File: config.mk
export PLATFORM = sky130hd
export DESIGN_NAME = positional_list_engine_top
export DESIGN_NICKNAME = d
export VERILOG_FILES = /design/src/rtl/ple_pkg.sv /design/src/rtl/ple_ctrl.sv /design/src/rtl/ple_dp.sv /design/src/rtl/positional_list_engine_top.sv
export VERILOG_INCLUDE_DIRS = /design/src /design/src/rtl
export SDC_FILE = /design/constraint.sdc
export NUM_CORES = 1
export LEC_CHECK = 0
export BUFFER_PORTS_ARGS = -buffer_cell sky130_fd_sc_hd__buf_4
export CAP_MARGIN = 20
export CORE_AREA = 4 4 383 385
export DETAILED_ROUTE_END_ITERATION = 16
export DIE_AREA = 0 0 387 389
export GPL_TIMING_DRIVEN = 0
export SKIP_CTS_REPAIR_TIMING = 1
export SLEW_MARGIN = 30
export SYNTH_ARGS = -nofsm -noshare
export SYNTH_HDL_FRONTEND = slang
export SYNTH_SLANG_ARGS = --single-unit
File: constraint.sdc
create_clock -name clk -period 9.1 [get_ports clk]
set_input_delay 1.82 -clock clk [delete_from_list [all_inputs] [get_ports clk]]
set_output_delay 1.82 -clock clk [all_outputs]
set_load 0.005 [all_outputs]
File: src/rtl/positional_list_engine_top_defines.svh
// Assertion macros for the positional list engine RTL
`ifndef POSITIONAL_LIST_ENGINE_TOP_DEFINES_SVH
`define POSITIONAL_LIST_ENGINE_TOP_DEFINES_SVH

// Same-cycle implication, checked outside reset
`define PLE_ASSERT_IMP(lbl, ante, cons, msg) \
  lbl: assert property (@(posedge clk) disable iff (!rst_n) (ante) |-> (cons)) else $error(msg);

// Next-cycle implication, checked outside reset
`define PLE_ASSERT_NXT(lbl, ante, cons, msg) \
  lbl: assert property (@(posedge clk) disable iff (!rst_n) (ante) |=> (cons)) else $error(msg);

`endif

File: src/rtl/ple_pkg.sv
// Shared types and constants for the positional list engine
package ple_pkg;

  localparam int unsigned OP_W    = 2;
  localparam int unsigned POS_W   = 5;
  localparam int unsigned VAL_W   = 32;
  localparam int unsigned COUNT_W = 5;

  typedef enum logic [OP_W-1:0] {
    OP_READ   = 2'd0,
    OP_WRITE  = 2'd1,
    OP_INSERT = 2'd2,
    OP_REMOVE = 2'd3
  } op_t;

  typedef enum logic {
    ST_IDLE = 1'b0,
    ST_EXEC = 1'b1
  } state_t;

  // Commands from the sequencer to the datapath
  typedef struct packed {
    logic req_load;  // capture the accepted request
    logic exec;      // apply the request and load the result register
  } ple_cmd_t;

endpackage

File: src/rtl/ple_ctrl.sv
// Sequencer for the positional list engine: request intake and result handshake
module ple_ctrl (
  input  logic              clk,
  input  logic              rst_n,
  input  logic              in_valid,
  output logic              in_stall,
  output logic              out_valid,
  input  logic              out_stall,
  output ple_pkg::ple_cmd_t cmd
);
  import ple_pkg::*;

  state_t state_r, state_nxt;
  logic   out_valid_r, out_valid_nxt;
  logic   out_free;

  // Result register can take a new result this cycle
  assign out_free = !out_valid_r || !out_stall;

  // Next state
  always_comb begin
    state_nxt = state_r;
    unique case (state_r)
      ST_IDLE: begin
        if (in_valid) state_nxt = ST_EXEC;
      end
      ST_EXEC: begin
        if (out_free) state_nxt = ST_IDLE;
      end
      default: state_nxt = ST_IDLE;
    endcase
  end

  // Outputs and commands
  always_comb begin
    in_stall     = 1'b1;
    cmd.req_load = 1'b0;
    cmd.exec     = 1'b0;
    unique case (state_r)
      ST_IDLE: begin
        in_stall     = 1'b0;
        cmd.req_load = in_valid;
      end
      ST_EXEC: begin
        cmd.exec = out_free;
      end
      default: begin
        in_stall = 1'b1;
      end
    endcase
  end

  // Hold the result until its transfer, load a fresh one on execute
  always_comb begin
    out_valid_nxt = out_valid_r;
    if (cmd.exec) out_valid_nxt = 1'b1;
    else if (!out_stall) out_valid_nxt = 1'b0;
  end

  always_ff @(posedge clk) begin
    if (!rst_n) begin
      state_r     <= ST_IDLE;
      out_valid_r <= 1'b0;
    end else begin
      state_r     <= state_nxt;
      out_valid_r <= out_valid_nxt;
    end
  end

  assign out_valid = out_valid_r;

endmodule

File: src/rtl/ple_dp.sv
// Datapath for the positional list engine: cell chain, count and result register
module ple_dp #(
  parameter int unsigned CAPACITY = 16
) (
  input  logic                              clk,
  input  logic                              rst_n,
  input  logic [ple_pkg::OP_W-1:0]          in_opcode,
  input  logic [ple_pkg::POS_W-1:0]         in_position,
  input  logic signed [ple_pkg::VAL_W-1:0]  in_value,
  input  ple_pkg::ple_cmd_t                 cmd,
  output logic                              out_ok,
  output logic signed [ple_pkg::VAL_W-1:0]  out_data,
  output logic [ple_pkg::COUNT_W-1:0]       out_count,
  output logic                              out_empty_res
);
  import ple_pkg::*;

  localparam int unsigned CNT_W = $clog2(CAPACITY + 1);
  localparam int unsigned CMP_W = ((CNT_W > POS_W) ? CNT_W : POS_W) + 1;
  localparam int unsigned RD_N  = (CAPACITY < (2**POS_W - 1)) ? CAPACITY : (2**POS_W - 1);

  // Request registers
  op_t                     op_r;
  logic [POS_W-1:0]        pos_r;
  logic signed [VAL_W-1:0] val_r;

  // List state
  logic signed [VAL_W-1:0] cells_r [CAPACITY];
  logic [CNT_W-1:0]        count_r, count_nxt;

  // Result register
  logic                    ok_r;
  logic signed [VAL_W-1:0] data_r;
  logic [COUNT_W-1:0]      rcount_r;
  logic                    empty_r;

  logic [CMP_W-1:0]        pos_x, cnt_x, idx_x;
  logic [POS_W-1:0]        idx;
  logic                    in_range, ins_ok;
  logic                    do_ins, do_wr, do_rem, ok_c, ret_data;
  logic signed [VAL_W-1:0] rd_data;
  logic [CMP_W-1:0]        cnt_nxt_x;

  // Capture the request on its transfer
  always_ff @(posedge clk) begin
    if (cmd.req_load) begin
      op_r  <= op_t'(in_opcode);
      pos_r <= in_position;
      val_r <= in_value;
    end
  end

  // Decode range checks
  assign pos_x    = CMP_W'(pos_r);
  assign cnt_x    = CMP_W'(count_r);
  assign idx      = pos_r - POS_W'(1);
  assign idx_x    = CMP_W'(idx);
  assign in_range = (pos_r != '0) && (pos_x <= cnt_x);
  assign ins_ok   = (pos_r != '0) && (pos_x <= (cnt_x + CMP_W'(1)))
                    && (count_r != CNT_W'(CAPACITY));

  always_comb begin
    do_ins   = 1'b0;
    do_wr    = 1'b0;
    do_rem   = 1'b0;
    ok_c     = 1'b0;
    ret_data = 1'b0;
    unique case (op_r)
      OP_READ: begin
        ok_c     = in_range;
        ret_data = in_range;
      end
      OP_WRITE: begin
        ok_c  = in_range;
        do_wr = in_range;
      end
      OP_INSERT: begin
        ok_c   = ins_ok;
        do_ins = ins_ok;
      end
      OP_REMOVE: begin
        ok_c     = in_range;
        do_rem   = in_range;
        ret_data = in_range;
      end
      default: ok_c = 1'b0;
    endcase
  end

  // Select the addressed cell
  always_comb begin
    rd_data = '0;
    for (int k = 0; k < RD_N; k++) begin
      if (idx == POS_W'(k)) rd_data = cells_r[k];
    end
  end

  // Cell chain: each cell takes its neighbor on a shift, or the new value
  for (genvar i = 0; i < CAPACITY; i++) begin : g_cell
    logic signed [VAL_W-1:0] prev_val, next_val;

    if (i == 0) begin : g_first
      assign prev_val = val_r;
    end else begin : g_mid
      assign prev_val = cells_r[i-1];
    end

    if (i == CAPACITY - 1) begin : g_last
      assign next_val = cells_r[i];
    end else begin : g_body
      assign next_val = cells_r[i+1];
    end

    always_ff @(posedge clk) begin
      if (cmd.exec) begin
        priority if (do_ins && (CMP_W'(i) > idx_x)) begin
          cells_r[i] <= prev_val;
        end else if ((do_ins || do_wr) && (CMP_W'(i) == idx_x)) begin
          cells_r[i] <= val_r;
        end else if (do_rem && (CMP_W'(i) >= idx_x)) begin
          cells_r[i] <= next_val;
        end else begin
          cells_r[i] <= cells_r[i];
        end
      end
    end
  end

  // Advance the entry count
  always_comb begin
    count_nxt = count_r;
    if (do_ins) count_nxt = count_r + CNT_W'(1);
    else if (do_rem) count_nxt = count_r - CNT_W'(1);
  end

  assign cnt_nxt_x = CMP_W'(count_nxt);

  always_ff @(posedge clk) begin
    if (!rst_n) begin
      count_r <= '0;
    end else if (cmd.exec) begin
      count_r <= count_nxt;
    end
  end

  // Load the result register
  always_ff @(posedge clk) begin
    if (cmd.exec) begin
      ok_r     <= ok_c;
      data_r   <= ret_data ? rd_data : '0;
      rcount_r <= cnt_nxt_x[COUNT_W-1:0];
      empty_r  <= (count_nxt == '0);
    end
  end

  assign out_ok        = ok_r;
  assign out_data      = data_r;
  assign out_count     = rcount_r;
  assign out_empty_res = empty_r;

endmodule

File: src/rtl/positional_list_engine_top.sv
// Top level of the positional list engine: sequencer plus cell-chain datapath
// A request is captured in the intake state and its result is loaded in the
// execute state, which waits while the previous result is still stalled.
// A new request is held off (in_stall) until the execute state has loaded
// the result of the request before it.
// Insert and remove shift the cells from the addressed position onward in execute.
// Reset (rst_n, synchronous): empties the list, clears control; no clearing pass.
`include "positional_list_engine_top_defines.svh"

module positional_list_engine_top #(
  parameter int unsigned CAPACITY = 16
) (
  input  logic                              clk,
  input  logic                              rst_n,
  input  logic                              in_valid,
  output logic                              in_stall,
  input  logic [ple_pkg::OP_W-1:0]          in_opcode,
  input  logic [ple_pkg::POS_W-1:0]         in_position,
  input  logic signed [ple_pkg::VAL_W-1:0]  in_value,
  output logic                              out_valid,
  input  logic                              out_stall,
  output logic                              out_ok,
  output logic signed [ple_pkg::VAL_W-1:0]  out_data,
  output logic [ple_pkg::COUNT_W-1:0]       out_count,
  output logic                              out_empty_res
);
  import ple_pkg::*;

  ple_cmd_t cmd;

  ple_ctrl u_ctrl (
    .clk       (clk),
    .rst_n     (rst_n),
    .in_valid  (in_valid),
    .in_stall  (in_stall),
    .out_valid (out_valid),
    .out_stall (out_stall),
    .cmd       (cmd)
  );

  ple_dp #(
    .CAPACITY (CAPACITY)
  ) u_dp (
    .clk           (clk),
    .rst_n         (rst_n),
    .in_opcode     (in_opcode),
    .in_position   (in_position),
    .in_value      (in_value),
    .cmd           (cmd),
    .out_ok        (out_ok),
    .out_data      (out_data),
    .out_count     (out_count),
    .out_empty_res (out_empty_res)
  );

  // Checks
  `PLE_ASSERT_NXT(a_busy_after_take, in_valid && !in_stall, in_stall, "intake not blocked")
  `PLE_ASSERT_NXT(a_exec_loads_result, cmd.exec, out_valid, "result not presented")
  `PLE_ASSERT_IMP(a_fail_zero_data, out_valid && !out_ok, out_data == '0, "failed op data")

endmodule

# Word level (Yosys, flattened, before mapping)
# Memories as Yosys holds them, arrays and structs flattened.
# Cells that the tools add are included.
[totals]
reg_bits = 85
mem_count = 1
input_bits = 43
mem_bits_ro = 0
ram_bits = 512
latch_bits = 0
elab_cells = 546
[mem_list]
columns = ["name", "depth", "word_bits", "read_ports", "rd_ports_with_merged_regs", "write_ports", "line_no", "text"]
rows = [
  ["u_dp.cells_r", 16, 32, 16, 0, 16, "ple_dp.sv:28", "logic signed [VAL_W-1:0] cells_r [CAPACITY];"],
]
[op_classes]
bitwise_logic = 49
order_cmp = 34
mux = 351
n_addsub = 4
n_mul = 0
shift = 0
n_reduce_logical = 62
n_eq_ne = 35
div = 0
[ops]
columns = ["operator", "n"]
rows = [
  ["$mux W32", 64],
  ["$mux W1", 283],
  ["$logic_and A1 B1 Y1", 51],
  ["$or A1 B1 Y1", 48],
  ["$eq A4 B5 Y1 const A", 8],
  ["$eq A5 B4 Y1 const B", 8],
  ["$ge A4 B5 Y1 const A", 8],
  ["$gt A4 B5 Y1 const A", 8],
  ["$eq A3 B5 Y1 const A", 4],
  ["$eq A5 B3 Y1 const B", 4],
  ["$ge A3 B5 Y1 const A", 4],
  ["$gt A3 B5 Y1 const A", 4],
  ["$eq A2 B5 Y1 const A", 2],
  ["$eq A5 B2 Y1 const B", 2],
  ["$ge A1 B5 Y1 const A", 2],
  ["$ge A2 B5 Y1 const A", 2],
  ["$gt A1 B5 Y1 const A", 2],
  ["$gt A2 B5 Y1 const A", 2],
  ["$logic_not A5 Y1", 2],
  ["$mux W5", 2],
  ["$sub A5 B1 Y5 const B", 2],
  ["$add A5 B1 Y6 const B", 1],
  ["$le A5 B6 Y1", 1],
  ["$logic_not A6 Y1", 1],
  ["other kinds (16)", 20],
]

# Depth between registers and ports, before layout
[depth]
depth_word = 18
mapped_depth = 15
depth_no_buf = 11

# Cells and area by module
# From an unflattened synthesis, not the netlist that was laid out.
[unflattened]
hier_cells = 3530
hier_area_um2 = 35102.4
[by_module_without_submodules]
columns = ["mod", "seq_area_each_um2", "instances", "cells_per_inst", "area_per_inst_um2"]
rows = [
  ["ple_dp", 17817.1, 1, 3521, 35016.1],
  ["ple_ctrl", 40.0, 1, 9, 86.3],
]

# Worst setup path before layout
# No wires, ideal clock.
[synth_timing]
path_kind = "in2reg"
startpoint = "input out_stall"
endpoint = "memory u_dp.cells_r[4][0], in the netlist u_dp.cells_r[0][128], enable pin"
setup_ns = 0.474
stages = 7
arrival_time_ns = 6.425
n_path_buf = 2
required_time_ns = 8.626
setup_slack_ns = 2.201
path_cell_list = "nand2_1 > nand2_1 > buf_2 > inv_1 > clkbuf_1 > nand2_1 > a221oi_1"
[synth_rtl]
columns = ["item", "line_no", "text"]
rows = [
  ["start, declared", "positional_list_engine_top.sv:21", "input logic out_stall,"],
  ["end, declared", "ple_dp.sv:28", ""],
]

# Worst setup path in the final report
[layout_timing]
startpoint = "register u_dp.pos_r[0]"
endpoint = "register u_dp.data_r[11], in the netlist u_dp.out_data[11] (data pin)"
[layout_via]
elab_chain_len = 18
elab_cells_between_ends = 37
classes_between = "1 x add/sub; 1 x order compare; 15 x eq/ne; 17 x mux; 3 x reduce/logical"
[layout_rtl]
columns = ["item", "line_no", "text"]
rows = [
  ["start, declared", "ple_dp.sv:24", "logic [POS_W-1:0] pos_r;"],
  ["start signal, assigned", "ple_dp.sv:48", "pos_r <= in_position;"],
  ["$sub A5 B1 Y5", "ple_dp.sv:56", "assign idx = pos_r - POS_W'(1);"],
  ["$logic_not A5 Y1", "ple_dp.sv:94", "if (idx == POS_W'(k)) rd_data = cells_r[k];"],
  ["$mux W32 (16 in a row)", "ple_dp.sv:94", ""],
  ["end signal, assigned", "ple_dp.sv:150", "data_r <= ret_data ? rd_data : '0;"],
  ["end, declared", "ple_dp.sv:33", "logic signed [VAL_W-1:0] data_r;"],
]
# Several ways; a longest one is shown, not always the timed one.
# A chain may end at the register's enable or synchronous reset.

==> flow_metrics.py <==
metrics = {
    "routing": {
        "routed_wl_um": 166000,
        "route.detailed.drc": 0,
        "via_count": 33000,
        "drt-wirelength-per-cell_um": 29.3,
        "first_pass_iters": 8,
        "via_per_inst": 5.81,
        "ant_nets": 0,
        "initialDrtViolationCount": 5368,
    },
    "logic_synthesis": {
        "syn_nets": 3583,
        "syn-mean-instance-area_um2": 10.1,
        "synthFlopType": "edfxtp_1",
        "syn_inst": 3520,
        "seq_area_frac_synth": 0.500,
        "ys_types": 88,
        "ys_warn_count": 0,
        "post-synth-top-area-fraction": 0.496,
        "synth_area_leaders": "edfxtp_1 (50%), mux2_2 (10%), nand2_1 (6.5%)",
        "yosys_register_bits": 597,
        "yosys.area.top_type": "edfxtp_1",
        "syn_area_um2": 35700,
        "async_flop_share": 0,
        "synth_edf_count": 590,
    },
    "cts": {
        "clkTransAtPathRegs_ns": 0.07,
        "cts.sinks": 597,
        "root_buffer": "clkbuf_16",
        "cts_tree": "built",
        "cts_buffers": 71,
        "htreeDepth": 3,
        "cts.path.max_buffers": 3,
        "clock_latency_ns": 0.70,
    },
    "timing": {
        "fmax_ghz": 0.145,
        "worstMarginPinSlew_ns": 1.17,
        "setup_viol_count_final": 0,
        "period_share": 0.757,
        "fin_crit_ns": 6.89,
        "hold_viol_final": 0,
        "rsz0062_at_grt": "no",
        "maxSlewHeadroom": 0.219,
        "skew_ns": 0.0491,
        "maxSlewViolCount": 0,
    },
    "cells_and_area": {
        "fin_util": 0.293,
        "syn2layout_area_growth_pct": 17.7,
        "nNetsFinal": 3773,
        "drive_gt1_frac": 0.197,
        "stdcell_area_um2": 42000,
    },
    "critical_path": {
        "cp-endpoint": "u_dp.out_data[11]",
        "cp-end-kind": "flip-flop",
        "cp.required_ns": 9.45,
        "timing.rr.start": "u_dp.pos_r[0]",
        "rrSetupSlack_ns": 2.21,
        "cp-start-kind": "flip-flop",
        "reg2reg_to": "u_dp.out_data[11]",
        "rr_worst_depth": 14,
        "critPathMaxFanout": 13,
        "crit_type": "reg2reg",
        "critPathLaunch": "u_dp.pos_r[0]",
        "critPathArrivalTime_ns": 7.24,
    },
    "pwr": {
        "vdd_drop_max_uv": 133,
        "switching_power_mw": 2.01,
        "clkPwrFrac": 0.438,
        "leakage_nw": 13.6,
        "intPower_mw": 5.06,
        "power_frac_seq": 0.441,
        "switching_share": 0.284,
        "p_per_area_nw_per_um2": 168,
        "comb_power_share": 0.121,
        "power.total_mw": 7.07,
    },
    "global_routing": {
        "grt.overflow.total": 0,
        "grt_max_degree": 32,
        "grt_pass1_vias": 31000,
        "grt_use_total": 0.210,
        "antenna_found_initial": 4,
        "grt_pass1_wl_um": 231000,
    },
    "placement": {
        "dp_hpwl_um": 126000,
        "io_buffers": 83,
        "postPlaceCellArea_um2": 39500,
        "place.gp.congestion": 0.981,
    },
    "floorplan": {
        "die_h_um": 389,
        "pin_count": 84,
        "fp.dieW_um": 387,
        "coreArea_um2": 143000,
        "dieArea_um2": 151000,
        "rows": 139,
        "start_util": 0.249,
    },
    "flow_run": {
        "max-cap-violations": 0,
    },
    "outcome": {
        "outcome": "complete, no violations",
    },
    "worst_hold_path": {
        "hold_class": "reg2reg",
    },
}
## critical path, stage by stage (launching register included)
cell and delay (ns):
edfxtp_1 0.55, buf_2 0.45, inv_2 0.21, clkbuf_2 0.48, ha_1 0.44, buf_2 0.22, nand2b_1 0.65, buf_2 0.58
buf_2 0.49, nand2_1 0.48, nand2_1 0.54, buf_1 0.56, o32ai_1 0.20, o22ai_1 0.42, a21oi_1 0.28
## kinds of logic (layout without fill, tap and decap cells)
family | count (synthesis) | count (layout) | share of synthesized area
flip-flops | 597 | 597 | 0.500
buffers and inverters | 381 | 625 | 0.0485
adder cells (fa/ha/maj) | 20 | 20 | 0.00701
XOR/XNOR | 9 | 9 | 0.00221
AO/OA/AOI/OAI | 967 | 967 | 0.177
multiplexers | 449 | 449 | 0.138
AND/OR/NAND/NOR | 1097 | 1097 | 0.127
other | 0 | 6 | 0
## cell usage after synthesis, types with 55 or more instances
cell type / number
o21ai_1: 67
nor2_1: 309
mux2i_1: 108
o21ai_0: 129
a21oi_1: 180
nand3_1: 55
nand2_1: 618
buf_2: 72
mux2_2: 320
o22ai_1: 98
a31oi_1: 248
clkbuf_1: 203
edfxtp_1: 590
## power by group through the flow
stage	clock network (mW)	logic, mW	registers [mW]
floorplan	0	0.417	3.14
global placement	0	0.780	3.18
detailed placement	0	0.813	3.17
CTS	3.10	0.817	3.12
global route	3.22	0.876	3.12
finish	3.09	0.855	3.12
## layout make-up
class,instances,area (um^2)
diodes,6,15.0
plain buffers,326,1560
clock buffers,83,1840
clock inverters,44,557
fillers,15000,101000
inverters,55,206
multi-input cells,2542,16300
flip-flops and latches,597,17900
well taps,1903,2380
repair buffers,117,1260
## through the flow
step,TNS (ns),hold WS [ns],worst slack [ns],cells
CTS,0,0.521,2.40,5667
finish,0,0.526,2.21,5673
floorplan,0,0.486,2.20,3520
global placement,-97.23,0.496,-1.41,5506
global route,0,0.571,2.23,5667
detailed placement,0,0.506,2.42,5540
## placed cells by master, fill, tap and decap left out, types with 17 or more instances in the layout
master,netlist,routed
a211oi_1,28,27
a21oi_1,180,174
a221o_1,17,17
a22oi_1,23,23
a311oi_1,23,23
a31oi_1,248,248
and3_1,20,19
buf_2,72,77
buf_4,12,99
buf_6,19,29
clkbuf_1,203,193
clkbuf_16,0,72
clkbuf_2,0,20
edfxtp_1,590,590
ha_1,20,20
inv_1,52,52
mux2_1,21,21
mux2_2,320,320
mux2i_1,108,108
nand2_1,618,618
nand3_1,55,55
nor2_1,309,300
nor3_1,18,17
o21a_1,28,28
o21ai_0,129,129
o21ai_1,67,67
o22ai_1,98,97
o32ai_1,23,23
or3_1,18,18
## worst min-delay path by stage
stage	start	to	slack (ns)	cells past startpoint
finish	u_ctrl.out_valid	u_ctrl.out_valid	0.53	2
global route	u_ctrl.out_valid	u_ctrl.out_valid	0.57	2
CTS	u_ctrl.out_valid	u_ctrl.out_valid	0.52	2
detailed placement	u_ctrl.out_valid	u_ctrl.out_valid	0.51	2
global placement	u_ctrl.out_valid	u_ctrl.out_valid	0.50	2
floorplan	u_dp.count_r[1]	u_dp.count_r[1]	0.49	2
## registers in the layout, indices dropped and copies added, names as in the netlist
name                  cells
u_ctrl.state_r            1
u_ctrl.out_valid          1
u_dp.out_ok               1
u_dp.op_r                 2
u_dp.out_count            5
u_dp.g_cell.prev_val     32
u_dp.cells_r            512
u_dp.pos_r                5
u_dp.out_data            32
u_dp.count_r              5
u_dp.out_empty_res        1
## layer usage
metal  up-vias  share of wire  GRT usage
met5         -        0.00026    0.00191
met4         2          0.054     0.0978
met3       453           0.12     0.0564
met2      2463           0.43      0.315
met1     16500           0.40      0.281
li1      13600              -          -
Note: power is estimated with default switching activity, not from simulation.
